**config.mk**
```make
export PLATFORM = sky130hd
export DESIGN_NAME = matrix_inverse_4x4_flat
export DESIGN_NICKNAME = d
export VERILOG_FILES = /design/src/mi4_pkg.sv /design/src/mi4_if.sv /design/src/matrix_inverse_4x4.sv /design/src/mi4_front.sv /design/src/mi4_fifo.sv /design/src/mi4_back.sv /design/src/flat_wrapper.sv
export SDC_FILE = /design/constraint.sdc
export NUM_CORES = 2
export LEC_CHECK = 0
export ABC_AREA = 0
export BUFFER_PORTS_ARGS = -buffer_cell sky130_fd_sc_hd__buf_2
export CORE_ASPECT_RATIO = 1.1
export CORE_MARGIN = 2
export CORE_UTILIZATION = 40
export DETAILED_ROUTE_END_ITERATION = 8
export HOLD_SLACK_MARGIN = 0.1
export PLACE_DENSITY = 0.67
export SYNTH_ARGS = -nofsm -noshare
export SYNTH_HDL_FRONTEND = slang
export SYNTH_SLANG_ARGS = --single-unit
```
**constraint.sdc**
```tcl
create_clock -name clk -period 15.9 [get_ports clk]
set_clock_uncertainty 0.2 [all_clocks]
set_input_delay 0.795 -clock clk [delete_from_list [all_inputs] [get_ports clk]]
set_output_delay 0.795 -clock clk [all_outputs]
set_load 0.1 [all_outputs]
```
**src/mi4_pkg.sv**
```systemverilog
// Shared types, widths and the cofactor step table for the 4x4 matrix inverse.
`timescale 1ns / 1ps
package mi4_pkg;

	// Element width and the default number of fraction bits.
	localparam int E_W = 32;
	localparam int FRAC_BITS_DEF = 16;

	// Widths of the intermediate values.
	localparam int T_W = 66;   // 2x2 minor
	localparam int M_W = 98;   // 3x3 cofactor
	localparam int D_W = 131;  // determinant
	localparam int P_W = 164;  // product, numerator and shifted divisor

	// Depth of the row queue between the front and the back.
	localparam int Q_DEPTH = 2;
	localparam int Q_AW = $clog2(Q_DEPTH);

	// Multiplicand sources.
	localparam logic [1:0] WS_ELEM = 2'd0;
	localparam logic [1:0] WS_T    = 2'd1;
	localparam logic [1:0] WS_M    = 2'd2;

	// Accumulation targets.
	localparam logic [1:0] TG_T = 2'd0;
	localparam logic [1:0] TG_M = 2'd1;
	localparam logic [1:0] TG_D = 2'd2;

	// Step index of the determinant product.
	localparam logic [3:0] K_DET = 4'd9;
	localparam logic [3:0] K_LAST_COF = 4'd8;

	// One queued matrix row with its position in the matrix.
	typedef struct packed {
		logic [3:0][E_W-1:0] elem;
		logic [1:0]          row;
		logic                last;
	} row_word_t;

	// Fill status of the row queue.
	typedef struct packed {
		logic full;
		logic empty;
	} q_stat_t;

	// One multiply-accumulate step.
	typedef struct packed {
		logic [3:0] mr_addr;
		logic [3:0] w_addr;
		logic [1:0] w_sel;
		logic [1:0] tgt;
		logic       sub;
		logic       clr;
	} uop_t;

	// Index n of the three indices that remain once x is removed.
	function automatic logic [1:0] skip_idx(input logic [1:0] n, input logic [1:0] x);
		return (n >= x) ? n + 2'd1 : n;
	endfunction

	// Step k of the cofactor of element (sr, sc); step nine adds e(0,sc) times
	// the cofactor into the determinant.
	function automatic uop_t cof_uop(input logic [1:0] sr, input logic [1:0] sc,
			input logic [3:0] k);
		uop_t u;
		logic [1:0] r0, r1, r2, c0, c1, c2, a, b, cg, g, s;
		logic odd;
		r0 = skip_idx(2'd0, sr);
		r1 = skip_idx(2'd1, sr);
		r2 = skip_idx(2'd2, sr);
		c0 = skip_idx(2'd0, sc);
		c1 = skip_idx(2'd1, sc);
		c2 = skip_idx(2'd2, sc);
		odd = sr[0] ^ sc[0];
		case (k)
			4'd0: begin g = 2'd0; s = 2'd0; end
			4'd1: begin g = 2'd0; s = 2'd1; end
			4'd2: begin g = 2'd0; s = 2'd2; end
			4'd3: begin g = 2'd1; s = 2'd0; end
			4'd4: begin g = 2'd1; s = 2'd1; end
			4'd5: begin g = 2'd1; s = 2'd2; end
			4'd6: begin g = 2'd2; s = 2'd0; end
			4'd7: begin g = 2'd2; s = 2'd1; end
			default: begin g = 2'd2; s = 2'd2; end
		endcase
		case (g)
			2'd0: begin a = c1; b = c2; cg = c0; end
			2'd1: begin a = c0; b = c2; cg = c1; end
			default: begin a = c0; b = c1; cg = c2; end
		endcase
		u = '0;
		case (s)
			2'd0: begin
				u.mr_addr = {r1, a};
				u.w_addr  = {r2, b};
				u.w_sel   = WS_ELEM;
				u.tgt     = TG_T;
				u.clr     = 1'b1;
			end
			2'd1: begin
				u.mr_addr = {r1, b};
				u.w_addr  = {r2, a};
				u.w_sel   = WS_ELEM;
				u.tgt     = TG_T;
				u.sub     = 1'b1;
			end
			default: begin
				u.mr_addr = {r0, cg};
				u.w_sel   = WS_T;
				u.tgt     = TG_M;
				u.sub     = (g == 2'd1) ^ odd;
				u.clr     = (g == 2'd0);
			end
		endcase
		if (k == K_DET) begin
			u = '0;
			u.mr_addr = {2'd0, sc};
			u.w_sel   = WS_M;
			u.tgt     = TG_D;
			u.clr     = (sc == 2'd0);
		end
		return u;
	endfunction

endpackage

```
**src/mi4_if.sv**
```systemverilog
// Valid-ready channel interfaces for matrix rows and inverse rows.
`timescale 1ns / 1ps
interface mi4_row_if;
	logic               valid;
	logic               ready;
	logic signed [31:0] in_c0;
	logic signed [31:0] in_c1;
	logic signed [31:0] in_c2;
	logic signed [31:0] in_c3;
	modport source(output valid, in_c0, in_c1, in_c2, in_c3, input ready);
	modport sink(input valid, in_c0, in_c1, in_c2, in_c3, output ready);
endinterface

interface mi4_res_if;
	logic               valid;
	logic               ready;
	logic signed [31:0] res_c0;
	logic signed [31:0] res_c1;
	logic signed [31:0] res_c2;
	logic signed [31:0] res_c3;
	logic               singular;
	logic               last_row;
	modport source(output valid, res_c0, res_c1, res_c2, res_c3, singular, last_row,
		input ready);
	modport sink(input valid, res_c0, res_c1, res_c2, res_c3, singular, last_row,
		output ready);
endinterface

```
**src/matrix_inverse_4x4.sv**
```systemverilog
// Top level of the streaming 4x4 matrix inverse (adjugate over determinant).
//
//   channel | dir | word                      | last mark
//   rows    | in  | one matrix row, Q16.16    | fourth row completes a matrix
//   inv     | out | one inverse row, Q16.16   | last_row on the fourth result
//
// Rows are taken into a two-word queue while it has room.
// The fourth row starts the back part: every product runs through one shared
// 32-step shift-add multiplier; the determinant takes 40 products, each of
// the 16 inverse elements 9 products and a 33-step divider. A singular
// matrix ends after the determinant. Reset clears all control state; the
// row store is written before it is read. While the back part is busy the
// queue takes up to two more rows, then rows stalls; a result word held by
// inv stalls the back part.
`timescale 1ns / 1ps
module matrix_inverse_4x4
	import mi4_pkg::*;
#(
	parameter int FRAC_BITS = FRAC_BITS_DEF
) (
	input  logic      clk,
	input  logic      arst_n,
	mi4_row_if.sink   rows,
	mi4_res_if.source inv
);

	q_stat_t   qs;
	logic      push;
	row_word_t push_word;
	logic      pop;
	row_word_t pop_word;

	mi4_front u_front (
		.clk       (clk),
		.arst_n    (arst_n),
		.rows      (rows),
		.qs        (qs),
		.push      (push),
		.push_word (push_word)
	);

	mi4_fifo u_fifo (
		.clk       (clk),
		.arst_n    (arst_n),
		.push      (push),
		.push_word (push_word),
		.pop       (pop),
		.pop_word  (pop_word),
		.qs        (qs)
	);

	mi4_back #(
		.FRAC_BITS (FRAC_BITS)
	) u_back (
		.clk      (clk),
		.arst_n   (arst_n),
		.qs       (qs),
		.pop_word (pop_word),
		.pop      (pop),
		.inv      (inv)
	);

	// A singular result row carries only zeros.
	a_sing_zero: assert property (@(posedge clk) disable iff (!arst_n)
		inv.valid && inv.singular |->
			inv.res_c0 == 0 && inv.res_c1 == 0 && inv.res_c2 == 0 && inv.res_c3 == 0)
		else $error("singular row with nonzero elements");

	// After the last row of a matrix leaves, no result follows at once.
	a_last_gap: assert property (@(posedge clk) disable iff (!arst_n)
		inv.valid && inv.ready && inv.last_row |=> !inv.valid)
		else $error("result word right after the last row");

	// The queue status is never both full and empty.
	a_queue_stat: assert property (@(posedge clk) disable iff (!arst_n)
		qs.full |-> !qs.empty)
		else $error("queue full and empty at once");

endmodule

```
**src/mi4_front.sv**
```systemverilog
// Front part: accepts matrix rows and tags each with its row position.
`timescale 1ns / 1ps
module mi4_front
	import mi4_pkg::*;
(
	input  logic      clk,
	input  logic      arst_n,
	mi4_row_if.sink   rows,
	input  q_stat_t   qs,
	output logic      push,
	output row_word_t push_word
);

	logic [1:0] row_q;

	// A row is taken whenever the queue has room.
	assign rows.ready = !qs.full;
	assign push = rows.valid && rows.ready;

	// Tag the word with its row and mark the row that completes the matrix.
	always_comb begin
		push_word.elem[0] = rows.in_c0;
		push_word.elem[1] = rows.in_c1;
		push_word.elem[2] = rows.in_c2;
		push_word.elem[3] = rows.in_c3;
		push_word.row     = row_q;
		push_word.last    = (row_q == 2'd3);
	end

	// Count rows loaded; wraps after the fourth.
	always_ff @(posedge clk or negedge arst_n) begin
		if (!arst_n) begin
			row_q <= 2'd0;
		end else if (push) begin
			row_q <= row_q + 2'd1;
		end
	end

endmodule

```
**src/mi4_fifo.sv**
```systemverilog
// Short row queue between the front and the back.
`timescale 1ns / 1ps
module mi4_fifo
	import mi4_pkg::*;
(
	input  logic      clk,
	input  logic      arst_n,
	input  logic      push,
	input  row_word_t push_word,
	input  logic      pop,
	output row_word_t pop_word,
	output q_stat_t   qs
);

	row_word_t       mem_q [Q_DEPTH];
	logic [Q_AW-1:0] wp_q;
	logic [Q_AW-1:0] rp_q;
	logic [Q_AW:0]   cnt_q;

	assign qs.full  = (cnt_q == (Q_AW+1)'(Q_DEPTH));
	assign qs.empty = (cnt_q == '0);
	assign pop_word = mem_q[rp_q];

	// Storage for queued words.
	always_ff @(posedge clk) begin
		if (push) begin
			mem_q[wp_q] <= push_word;
		end
	end

	// Pointers and fill count.
	always_ff @(posedge clk or negedge arst_n) begin
		if (!arst_n) begin
			wp_q  <= '0;
			rp_q  <= '0;
			cnt_q <= '0;
		end else begin
			if (push) begin
				wp_q <= (wp_q == Q_AW'(Q_DEPTH - 1)) ? '0 : wp_q + 1'b1;
			end
			if (pop) begin
				rp_q <= (rp_q == Q_AW'(Q_DEPTH - 1)) ? '0 : rp_q + 1'b1;
			end
			if (push && !pop) begin
				cnt_q <= cnt_q + 1'b1;
			end else if (pop && !push) begin
				cnt_q <= cnt_q - 1'b1;
			end
		end
	end

endmodule

```
**src/mi4_back.sv**
```systemverilog
// Back part: stores rows, computes the determinant and adjugate with one serial
// multiplier, divides with a restoring divider and drives the result register.
`timescale 1ns / 1ps
module mi4_back
	import mi4_pkg::*;
#(
	parameter int FRAC_BITS = FRAC_BITS_DEF
) (
	input  logic      clk,
	input  logic      arst_n,
	input  q_stat_t   qs,
	input  row_word_t pop_word,
	output logic      pop,
	mi4_res_if.source inv
);

	localparam logic [3:0] S_IDLE = 4'd0;
	localparam logic [3:0] S_LDM  = 4'd1;
	localparam logic [3:0] S_LDW  = 4'd2;
	localparam logic [3:0] S_MUL  = 4'd3;
	localparam logic [3:0] S_COM  = 4'd4;
	localparam logic [3:0] S_CHK  = 4'd5;
	localparam logic [3:0] S_DIVI = 4'd6;
	localparam logic [3:0] S_DIV  = 4'd7;
	localparam logic [3:0] S_FIN  = 4'd8;
	localparam logic [3:0] S_OUT  = 4'd9;

	logic [3:0] state_q;
	logic       dm_q;      // determinant phase
	logic [1:0] c_q;       // determinant column
	logic [1:0] i_q;       // result row
	logic [1:0] j_q;       // result column
	logic [3:0] k_q;       // step within a cofactor
	logic [5:0] cnt_q;
	logic       sing_q;
	logic       high_q;
	logic       ov_q;

	logic [E_W-1:0]  store_q [16];
	logic [E_W-1:0]  mr_q;
	logic [P_W-1:0]  mc_q;
	logic [P_W-1:0]  prod_q;
	logic [T_W-1:0]  t_q;
	logic [M_W-1:0]  m_q;
	logic [D_W-1:0]  det_q;
	logic [P_W-1:0]  r_q;
	logic [P_W-1:0]  dv_q;
	logic [31:0]     q_q;
	logic [31:0]     rb_q [4];
	logic [31:0]     res_q [4];
	logic            sing_out_q;
	logic            last_q;

	uop_t           u;
	logic [1:0]     cof_r;
	logic [1:0]     cof_c;
	logic [3:0]     rd_addr;
	logic [E_W-1:0] rd;
	logic           mneg;
	logic [P_W-1:0] maddend;
	logic [P_W-1:0] cur;
	logic [P_W-1:0] csum;
	logic [P_W:0]   diff;
	logic           ge;
	logic [M_W-1:0] absm;
	logic [D_W-1:0] absd;
	logic           qneg;
	logic [31:0]    sat;
	logic           out_load;

	// Current cofactor and step.
	assign cof_r = dm_q ? 2'd0 : j_q;
	assign cof_c = dm_q ? c_q : i_q;
	assign u = cof_uop(cof_r, cof_c, k_q);

	// One read of the matrix store per cycle.
	assign rd_addr = (state_q == S_LDW) ? u.w_addr : u.mr_addr;
	assign rd = store_q[rd_addr];

	assign pop = (state_q == S_IDLE) && !qs.empty;

	// Shift-add multiplier: the sign bit of the multiplier carries negative weight.
	assign mneg = (cnt_q == 6'd31);
	assign maddend = mc_q ^ {P_W{mneg}};

	// Commit of a finished product into its target.
	always_comb begin
		case (u.tgt)
			TG_T: cur = {{(P_W-T_W){t_q[T_W-1]}}, t_q};
			TG_M: cur = {{(P_W-M_W){m_q[M_W-1]}}, m_q};
			default: cur = {{(P_W-D_W){det_q[D_W-1]}}, det_q};
		endcase
		if (u.clr) begin
			cur = '0;
		end
		csum = cur + (prod_q ^ {P_W{u.sub}}) + P_W'(u.sub);
	end

	// Restoring division step and operand magnitudes.
	assign diff = {1'b0, r_q} - {1'b0, dv_q};
	assign ge = !diff[P_W];
	assign absm = m_q[M_W-1] ? M_W'(-m_q) : m_q;
	assign absd = det_q[D_W-1] ? D_W'(-det_q) : det_q;

	// Saturate the quotient to the signed 32-bit range.
	always_comb begin
		qneg = m_q[M_W-1] ^ det_q[D_W-1];
		if (qneg) begin
			sat = (high_q || q_q > 32'h8000_0000) ? 32'h8000_0000 : 32'(32'd0 - q_q);
		end else begin
			sat = (high_q || q_q[31]) ? 32'h7FFF_FFFF : q_q;
		end
	end

	assign out_load = (state_q == S_OUT) && (!ov_q || inv.ready);

	// Result valid: set on a load, cleared once the word is taken.
	always_ff @(posedge clk or negedge arst_n) begin
		if (!arst_n) begin
			ov_q <= 1'b0;
		end else if (out_load) begin
			ov_q <= 1'b1;
		end else if (inv.ready) begin
			ov_q <= 1'b0;
		end
	end

	// Sequencer.
	always_ff @(posedge clk or negedge arst_n) begin
		if (!arst_n) begin
			state_q <= S_IDLE;
			dm_q    <= 1'b0;
			c_q     <= 2'd0;
			i_q     <= 2'd0;
			j_q     <= 2'd0;
			k_q     <= 4'd0;
			cnt_q   <= 6'd0;
			sing_q  <= 1'b0;
			high_q  <= 1'b0;
		end else begin
			case (state_q)
				S_IDLE: begin
					if (pop && pop_word.last) begin
						dm_q    <= 1'b1;
						c_q     <= 2'd0;
						k_q     <= 4'd0;
						sing_q  <= 1'b0;
						state_q <= S_LDM;
					end
				end
				S_LDM: begin
					cnt_q   <= 6'd0;
					state_q <= S_LDW;
				end
				S_LDW: begin
					state_q <= S_MUL;
				end
				S_MUL: begin
					cnt_q <= cnt_q + 6'd1;
					if (cnt_q == 6'd31) begin
						state_q <= S_COM;
					end
				end
				S_COM: begin
					if (k_q == K_DET) begin
						k_q <= 4'd0;
						if (c_q == 2'd3) begin
							state_q <= S_CHK;
						end else begin
							c_q     <= c_q + 2'd1;
							state_q <= S_LDM;
						end
					end else if (k_q == K_LAST_COF) begin
						if (dm_q) begin
							k_q     <= K_DET;
							state_q <= S_LDM;
						end else begin
							state_q <= S_DIVI;
						end
					end else begin
						k_q     <= k_q + 4'd1;
						state_q <= S_LDM;
					end
				end
				S_CHK: begin
					dm_q <= 1'b0;
					i_q  <= 2'd0;
					j_q  <= 2'd0;
					k_q  <= 4'd0;
					if (det_q == '0) begin
						sing_q  <= 1'b1;
						state_q <= S_OUT;
					end else begin
						state_q <= S_LDM;
					end
				end
				S_DIVI: begin
					cnt_q   <= 6'd0;
					high_q  <= 1'b0;
					state_q <= S_DIV;
				end
				S_DIV: begin
					cnt_q <= cnt_q + 6'd1;
					if (cnt_q == 6'd0) begin
						high_q <= ge;
					end
					if (cnt_q == 6'd32) begin
						state_q <= S_FIN;
					end
				end
				S_FIN: begin
					k_q <= 4'd0;
					if (j_q == 2'd3) begin
						state_q <= S_OUT;
					end else begin
						j_q     <= j_q + 2'd1;
						state_q <= S_LDM;
					end
				end
				S_OUT: begin
					if (out_load) begin
						j_q  <= 2'd0;
						k_q  <= 4'd0;
						if (i_q == 2'd3) begin
							state_q <= S_IDLE;
						end else begin
							i_q     <= i_q + 2'd1;
							state_q <= sing_q ? S_OUT : S_LDM;
						end
					end
				end
				default: begin
					state_q <= S_IDLE;
				end
			endcase
		end
	end

	// Datapath registers.
	always_ff @(posedge clk) begin
		if (pop) begin
			for (int c = 0; c < 4; c++) begin
				store_q[{pop_word.row, 2'(c)}] <= pop_word.elem[c];
			end
		end
		case (state_q)
			S_LDM: begin
				mr_q   <= rd;
				prod_q <= '0;
			end
			S_LDW: begin
				case (u.w_sel)
					WS_ELEM: mc_q <= {{(P_W-E_W){rd[E_W-1]}}, rd};
					WS_T: mc_q <= {{(P_W-T_W){t_q[T_W-1]}}, t_q};
					default: mc_q <= {{(P_W-M_W){m_q[M_W-1]}}, m_q};
				endcase
			end
			S_MUL: begin
				if (mr_q[0]) begin
					prod_q <= prod_q + maddend + P_W'(mneg);
				end
				mr_q <= mr_q >> 1;
				mc_q <= mc_q << 1;
			end
			S_COM: begin
				case (u.tgt)
					TG_T: t_q <= csum[T_W-1:0];
					TG_M: m_q <= csum[M_W-1:0];
					default: det_q <= csum[D_W-1:0];
				endcase
			end
			S_DIVI: begin
				r_q  <= {{(P_W-M_W){1'b0}}, absm} << (2 * FRAC_BITS);
				dv_q <= {{(P_W-D_W){1'b0}}, absd} << 32;
				q_q  <= '0;
			end
			S_DIV: begin
				if (cnt_q != 6'd0) begin
					q_q <= {q_q[30:0], ge};
					if (ge) begin
						r_q <= diff[P_W-1:0];
					end
				end
				dv_q <= dv_q >> 1;
			end
			S_FIN: begin
				rb_q[j_q] <= sat;
			end
			default: begin
			end
		endcase
		if (out_load) begin
			for (int c = 0; c < 4; c++) begin
				res_q[c] <= sing_q ? 32'd0 : rb_q[c];
			end
			sing_out_q <= sing_q;
			last_q     <= (i_q == 2'd3);
		end
	end

	assign inv.valid    = ov_q;
	assign inv.res_c0   = res_q[0];
	assign inv.res_c1   = res_q[1];
	assign inv.res_c2   = res_q[2];
	assign inv.res_c3   = res_q[3];
	assign inv.singular = sing_out_q;
	assign inv.last_row = last_q;

endmodule

```
**src/flat_wrapper.sv**
```systemverilog
// flat-port wrapper written by rule: the top's interface ports become plain ports
module matrix_inverse_4x4_flat import mi4_pkg::*;
#(
	parameter int FRAC_BITS = FRAC_BITS_DEF
)
  (clk, arst_n, rows_valid, rows_in_c0, rows_in_c1, rows_in_c2, rows_in_c3, rows_ready, inv_valid, inv_res_c0, inv_res_c1, inv_res_c2, inv_res_c3, inv_singular, inv_last_row, inv_ready);
  mi4_row_if rows_i ();
  mi4_res_if inv_i ();
  input  logic clk;
  input  logic arst_n;
  input wire logic [$bits(rows_i.valid)-1:0] rows_valid;
  input wire logic [$bits(rows_i.in_c0)-1:0] rows_in_c0;
  input wire logic [$bits(rows_i.in_c1)-1:0] rows_in_c1;
  input wire logic [$bits(rows_i.in_c2)-1:0] rows_in_c2;
  input wire logic [$bits(rows_i.in_c3)-1:0] rows_in_c3;
  output wire logic [$bits(rows_i.ready)-1:0] rows_ready;
  output wire logic [$bits(inv_i.valid)-1:0] inv_valid;
  output wire logic [$bits(inv_i.res_c0)-1:0] inv_res_c0;
  output wire logic [$bits(inv_i.res_c1)-1:0] inv_res_c1;
  output wire logic [$bits(inv_i.res_c2)-1:0] inv_res_c2;
  output wire logic [$bits(inv_i.res_c3)-1:0] inv_res_c3;
  output wire logic [$bits(inv_i.singular)-1:0] inv_singular;
  output wire logic [$bits(inv_i.last_row)-1:0] inv_last_row;
  input wire logic [$bits(inv_i.ready)-1:0] inv_ready;
  assign rows_i.valid = rows_valid;
  assign rows_i.in_c0 = rows_in_c0;
  assign rows_i.in_c1 = rows_in_c1;
  assign rows_i.in_c2 = rows_in_c2;
  assign rows_i.in_c3 = rows_in_c3;
  assign rows_ready = rows_i.ready;
  assign inv_valid = inv_i.valid;
  assign inv_res_c0 = inv_i.res_c0;
  assign inv_res_c1 = inv_i.res_c1;
  assign inv_res_c2 = inv_i.res_c2;
  assign inv_res_c3 = inv_i.res_c3;
  assign inv_singular = inv_i.singular;
  assign inv_last_row = inv_i.last_row;
  assign inv_i.ready = inv_ready;
  matrix_inverse_4x4 #(.FRAC_BITS(FRAC_BITS)) u_core (.clk(clk), .arst_n(arst_n), .rows(rows_i), .inv(inv_i));
endmodule
```
Word-level counts from Yosys, hierarchy flattened
Memory sizes are Yosys's and may differ from the RTL's.
Cells that the tools add are included.
{ "op_classes": {"addsub": 18, "reduce_logical": 56, "order_cmp": 7, "n_eq_ne": 36, "bitwise_logic": 6, "mux": 92} }
{ "op_table": {"columns": ["cell", "n"], "rows": [
  ["$pmux 164 s2", 5],
  ["$mux 164", 3],
  ["$mux 131", 2],
  ["$pmux 131 s2", 1],
  ["$mux 32", 8],
  ["$sub 164x164->165", 1],
  ["$add 164x1->164", 1],
  ["$add 164x164->164", 1],
  ["$xor 164x164->164", 1],
  ["$add 131x1->131", 1],
  ["$add 131x131->131", 1],
  ["$logic_not 131->1", 1],
  ["$neg 131->131", 1],
  ["$xor 131x131->131", 1],
  ["$pmux 32 s2", 2],
  ["$mux 98", 1],
  ["$neg 98->98", 1],
  ["$mux 4", 17],
  ["$pmux 4 s10", 1],
  ["$gt 32x32->1 const B", 1],
  ["$sub 1x32->32 const A", 1],
  ["$mux 2", 15],
  ["$ne 2x2->1 const B", 12],
  ["$mux 1", 20],
  ["other kinds (41)", 116]
]} }
{ "totals": {"inputBits": 132, "mem_count": 5, "out_inout_bits": 132, "word_cells": 245, "romBits": 32, "reg_bits": 1047, "ram_bits": 1030} }
{ "memory_table": {"columns": ["name", "depth", "word_bits", "read_ports", "rd_ports_with_merged_regs", "write_ports", "line_no", "rtl"], "rows": [
  ["u_core.u_back.store_q", 16, 32, 1, 0, 4, "mi4_back.sv:39", "logic [E_W-1:0] store_q [16];"],
  ["u_core.u_fifo.mem_q", 2, 131, 1, 0, 1, "mi4_fifo.sv:15", "row_word_t mem_q [Q_DEPTH];"],
  ["u_core.u_back.rb_q", 4, 32, 4, 0, 1, "mi4_back.sv:49", "logic [31:0] rb_q [4];"],
  ["u_core.u_back.res_q", 4, 32, 4, 0, 4, "mi4_back.sv:50", "logic [31:0] res_q [4];"],
  ["(no name shown)", 8, 4, 1, 0, 0, "mi4_pkg.sv:75", "case (k)"]
]} }

Logic depth before layout (Yosys ltp)
An unclocked memory read counts as a cell.
{ "depth": {"depth_word": 12, "depth_mapped": 25, "depth_no_buf": 21} }

Hierarchy
From an unflattened synthesis, not the netlist that was laid out.
{ "unflattened": {"hier_cells": 10874, "hier_area_um2": 113740.3} }
{ "modules_own_cells": {"columns": ["mod", "cells_per_inst", "area_each_um2", "seq_area_each_um2", "n_inst"], "rows": [
  ["mi4_back", 10315, 102704.8, 52190.1, 1],
  ["mi4_fifo", 424, 9970.8, 7967.6, 1],
  ["mi4_front", 135, 1064.8, 50.0, 1]
]} }

Least setup slack after synthesis
No wires, ideal clock.
{ "synth_timing": {"path_kind": "register -> register", "from": "register u_core.u_back.dv_q[0]", "to": "register u_core.u_back.r_q[0] (enable)", "setup_ns": 0.938, "path_slack_ns": -0.007, "period_less_slack_ns": 15.907, "n_path_buf": 0, "t_arrival_ns": 14.769, "path_stages_with_launch": 15, "required_time_ns": 14.762, "cell_sequence": "edfxtp_1 ha_1 fa_1 nor2b_1 o31a_1 o21ai_0 a21oi_1 nor3b_1 o21ai_0 o211ai_1 a2111oi_0 nor2_1 o21bai_1 a31oi_1 a21boi_0"} }
{ "synth_between": {"elab_chain_cells": 3} }
{ "synth_lines": {"columns": ["element", "line_no", "rtl"], "rows": [
  ["from (decl)", "mi4_back.sv:47", "logic [P_W-1:0] dv_q;"],
  ["from (signal assigned)", "mi4_back.sv:274", "dv_q <= {{(P_W-D_W){1'b0}}, absd} << 32;"],
  ["from (signal assigned)", "mi4_back.sv:284", "dv_q <= dv_q >> 1;"],
  ["$sub 164x164->165", "mi4_back.sv:100", "assign diff = {1'b0, r_q} - {1'b0, dv_q};"],
  ["$ne 2x2->1 (no source line)", null, null],
  ["$reduce_and 3->1 (no source line)", null, null],
  ["to (signal assigned)", "mi4_back.sv:273", "r_q <= {{(P_W-M_W){1'b0}}, absm} << (2 * FRAC_BITS);"],
  ["to (signal assigned)", "mi4_back.sv:281", "r_q <= diff[P_W-1:0];"],
  ["to (decl)", "mi4_back.sv:46", "logic [P_W-1:0] r_q;"]
]} }
No other way between the ends.
A chain may end at the register's enable or synchronous reset.

Final worst setup path
{ "layout_timing": {"from": "register u_core.u_back.k_q[1]", "to": "register u_core.u_back.det_q[125], data pin"} }
{ "layout_between": {"elab_chain_cells": 11, "word_cells_on_any_way": 20, "classes_between": "add/sub: 2; eq/ne: 4; mux: 7; bitwise: 2; reduce/logical: 4; memory: 1"} }
{ "layout_lines": {"columns": ["element", "line_no", "rtl"], "rows": [
  ["from (decl)", "mi4_back.sv:33", "logic [3:0] k_q;"],
  ["from (signal assigned)", "mi4_back.sv:181", "k_q <= k_q + 4'd1;"],
  ["$mem_v2 8x4", null, null],
  ["$mux 4", "mi4_pkg.sv:75", null],
  ["$eq 2x1->1 / $logic_not 2->1 (equally long branches)", "mi4_pkg.sv:92", "case (s)"],
  ["$reduce_or 2->1 (no source line)", null, null],
  ["$mux 3", "mi4_pkg.sv:92", null],
  ["$mux 14 (*)", "mi4_pkg.sv:115", "if (k == K_DET) begin"],
  ["$eq 2x1->1 / $logic_not 2->1 (equally long branches)", "mi4_back.sv:88", "case (u.tgt)"],
  ["$pmux 131 s2", "mi4_back.sv:88", null],
  ["$mux 131", "mi4_back.sv:93", "if (u.clr) begin"],
  ["$add 131x131->131", "mi4_back.sv:96", "csum = cur + (prod_q ^ {P_W{u.sub}}) + P_W'(u.sub);"],
  ["$add 131x1->131 (*)", "mi4_back.sv:96", null],
  ["via u_core.u_back.csum[125]", "mi4_back.sv:62", "logic [P_W-1:0] csum;"],
  ["to (signal assigned)", "mi4_back.sv:269", "default: det_q <= csum[D_W-1:0];"],
  ["to (decl)", "mi4_back.sv:45", "logic [D_W-1:0] det_q;"]
]} }
The timed path passes the listed nets; every way through them passes the cells marked *.

==> flow_summary.toml <==
[detailed_routing]
vias_per_cell = 5.68
drtPass1Iterations = 5
antenna_left = 0
drtIter0Drc = 8158
drc = 0
wl_per_cell_um = 21.8
totalWireLength_um = 330000
vias = 86100

[synth]
ys_seq_area_share_pct = 52.5
yosys_register_bits = 2010
ys_top_cells_by_area = "edfxtp_1 52%, nand2_1 5.1%, ha_1 4.8%"
ys.warnings.count = 0
synth_top_area_share_pct = 51.8
ys.flop_type = "edfxtp_1"
synth_top_area_cell = "edfxtp_1"
synth-async-reset-ratio_pct = 1.49
syn_inst = 11100
syn_area_sq_mm = 0.115
synth-edff-count = 1980
avgSynthCellArea_sq_um = 10.3
yosysUniqueCellTypes = 97
syn_nets = 11700

[global_routing]
grt_use_total_pct = 22.0
grt_pass1_wl_um = 500000
grt_antenna_before_repair = 7
grt_max_degree = 185
grt_pass1_vias = 82300
globalRouteOverflowTotal = 0

[cts]
post_cts_resized = 0
cts.sinks = 2010
cts_tree = "yes"
post_cts_buffers = 0
clockRootBuffer = "clkbuf_16"
h-tree-depth = 4
hold_buffers = 129
cts_buffers = 220
clockBufferDepth = 4
path_clk_slew_ns = 0.07
clock_latency_ns = 0.95

[setup_path]
cp-start-kind = "flip-flop"
cp.arrival_ns = 8.93
cp_max_fo = 74
endpoint_kind = "flip-flop"
required_ns = 16.29
worst-setup-path-type = "reg2reg"

[timing]
timing.fmax_mhz = 117
rsz0062_at_grt = "false"
finalSetupViolations = 0
period_minus_slack_ns = 8.54
slew_headroom_pct = 8.34
hold_viol_final = 0
final_max_slew_viol_count = 0
tns_ns = 0
period_share_pct = 53.7
worst_slew_pin_slew_ns = 1.37

[cells_and_area]
finalNetCount = 11800
nFillCells = 26600
finalNonFillerCells = 15200
final_cell_area_sq_mm = 0.128
drive_above_1_share_pct = 8.43
area_growth_pct = 11.5

[worst_hold_path]
hold_path_class = "in2reg"

[pwr]
power.leakage_nw = 46.5
ir_drop_mv = 0.123
combPwrFrac_pct = 2.8
power.share.switching_pct = 21.2
p_switching_w = 0.00242
total_power_w = 0.0114
intPower_w = 0.00899
p_seq_share_pct = 53.0
pwr-share-clk_pct = 44.2
p_per_area_mw_per_mm2 = 89.2

[die]
core_area_sq_mm = 0.286
start_util_pct = 40.1
die_x_um = 515
num_rows = 206
io_pins = 264
fp.dieH_um = 566
dieArea_sq_mm = 0.291

[place]
placed_cell_area_sq_mm = 0.120
dp_cells = 14600
io_buffers = 263
place_congestion = 0.995
hpwlAfterDp_um = 240000

[status]
status = "finished, final reports clean"

[run]
maxCapViolCount = 0
-- per-stage QoR --
stage	hold WS, ns	util [%]	worst slack [ns]
floorplan	0.261	-	0.125
global placement	0.279	41.8	7.49
detailed placement	0.295	41.8	7.53
CTS	0.121	44.8	7.52
global route	0.177	44.8	7.14
finish	0.186	44.8	7.36
-- flip-flops by register name (all words and copies together) (netlist names), 131 cells and up --
name and flops:
u_core.u_fifo.mem_q 262, u_core.u_back.det_q 131, u_core.u_back.store_q 512, u_core.u_back.prod_q 131, u_core.u_back.dv_q 163, u_core.u_back.mc_q 131
u_core.u_back.r_q 164
-- critical path, cell delays in order, from the launching register on --
cell,delay (ns)
dfrtp_1,0.45
inv_1,0.11
ha_1,0.38
nand3b_1,0.24
a21oi_1,0.56
a21oi_1,0.18
a21oi_4,0.71
buf_4,0.81
a311oi_1,0.13
ha_1,0.42
a21o_1,0.20
a21o_1,0.17
a21o_1,0.20
a221o_1,0.35
a221o_1,0.39
a221oi_1,0.73
o22ai_1,0.15
nor3_1,0.69
a21oi_1,0.30
a221oi_1,0.43
o21ai_0,0.17
xor2_1,0.17
-- power groups by stage --
stage	Combinational, W	Sequential [W]	Clock [W]
2_1_floorplan	0.000165	0.00618	0
3_3_place_gp	0.000292	0.00615	0
3_5_place_dp	0.000297	0.00616	0
4_1_cts	0.000324	0.00605	0.00514
5_1_grt	0.000349	0.00606	0.00533
6_report	0.000320	0.00605	0.00504
-- per-layer routing --
metal,up-vias,wire length (um),track usage [%]
met4,6,12400,7.84
met5,-,41,0
met1,41400,148000,30.9
met3,560,23000,3.16
li1,41200,-,-
met2,3021,147000,34.7
-- worst paths after layout --
path / startpoint / to / slack [ns] / cells after the start
max: u_core.u_back.k_q[1]$_DFFE_PN0P_ / u_core.u_back.det_q[125]$_DFFE_PP_ / 7.36 / 21
max in group asynchronous: arst_n / u_core.u_fifo.rp_q$_DFFE_PN0P_ / 14.58 / 3
max reg2reg: u_core.u_back.k_q[1]$_DFFE_PN0P_ / u_core.u_back.det_q[125]$_DFFE_PP_ / 7.36 / 21
min: inv_ready / u_core.u_back.inv.valid$_DFFE_PN0P_ / 0.19 / 3
min in group asynchronous: arst_n / u_core.u_fifo.cnt_q[1]$_DFFE_PN0P_ / 0.35 / 3
min reg2reg: u_core.u_front.row_q[1]$_DFFE_PN0P_ / u_core.u_fifo.mem_q[1][2]$_DFFE_PP_ / 0.20 / 0
-- cells in the final DEF (no fill, tap or decap), types with 129 or more instances in the layout --
cell type,count
edfxtp_1,1980
nor2b_1,163
dlygate4sd3_1,129
xnor2_1,471
a211oi_1,134
o21ai_0,663
ha_1,439
nand2_1,1551
nor2_1,914
nand3_1,143
a311oi_1,132
buf_2,263
nor3_1,202
o31ai_1,137
o21bai_1,140
xor2_1,401
a21o_1,283
clkbuf_16,220
mux2_2,135
nand4_1,221
inv_1,331
a21oi_1,851
-- cell type report --
class,count,area (sq um),share of cell area [%]
antenna,1,2.50,0.00196
clock inverter,120,1220,0.953
clock buffer,274,5800,4.53
multi-input combinational,8174,51100,40.0
tap,3744,4680,3.66
inverter,332,1250,0.978
sequential,2010,60200,47.1
timing repair buffer,511,3610,2.82
-- Yosys cell counts, types with 105 or more instances --
| cell type | instances |
|---|---|
| xor2_1 | 401 |
| a21o_1 | 283 |
| and2_1 | 105 |
| mux2_2 | 135 |
| o21bai_1 | 140 |
| o31ai_1 | 138 |
| ha_1 | 439 |
| nand2_1 | 1553 |
| a21oi_1 | 854 |
| a211oi_1 | 134 |
| xnor2_1 | 472 |
| o21ai_0 | 663 |
| inv_1 | 332 |
| nor3_1 | 204 |
| nand4_1 | 221 |
| a311oi_1 | 132 |
| nor2b_1 | 163 |
| edfxtp_1 | 1980 |
| clkbuf_1 | 523 |
| nor2_1 | 928 |
| nand3_1 | 145 |
-- logic make-up (layout without fill, tap and decap cells) --
kind of cell               Yosys count  after routing  share of synthesized area (%)
adders and majority gates          442            442                           4.84
DFF                               2010           2010                           52.5
AOI/OAI and AO/OA                 2928           2928                           16.1
xor gates and xnor gates           873            873                           6.67
other                                0              1                              0
and+or+nand+nor                   3738           3738                           14.8
buffers and inverters              950           1237                           3.18
muxes                              193            193                           1.83
(Power assumes the default switching activity.)
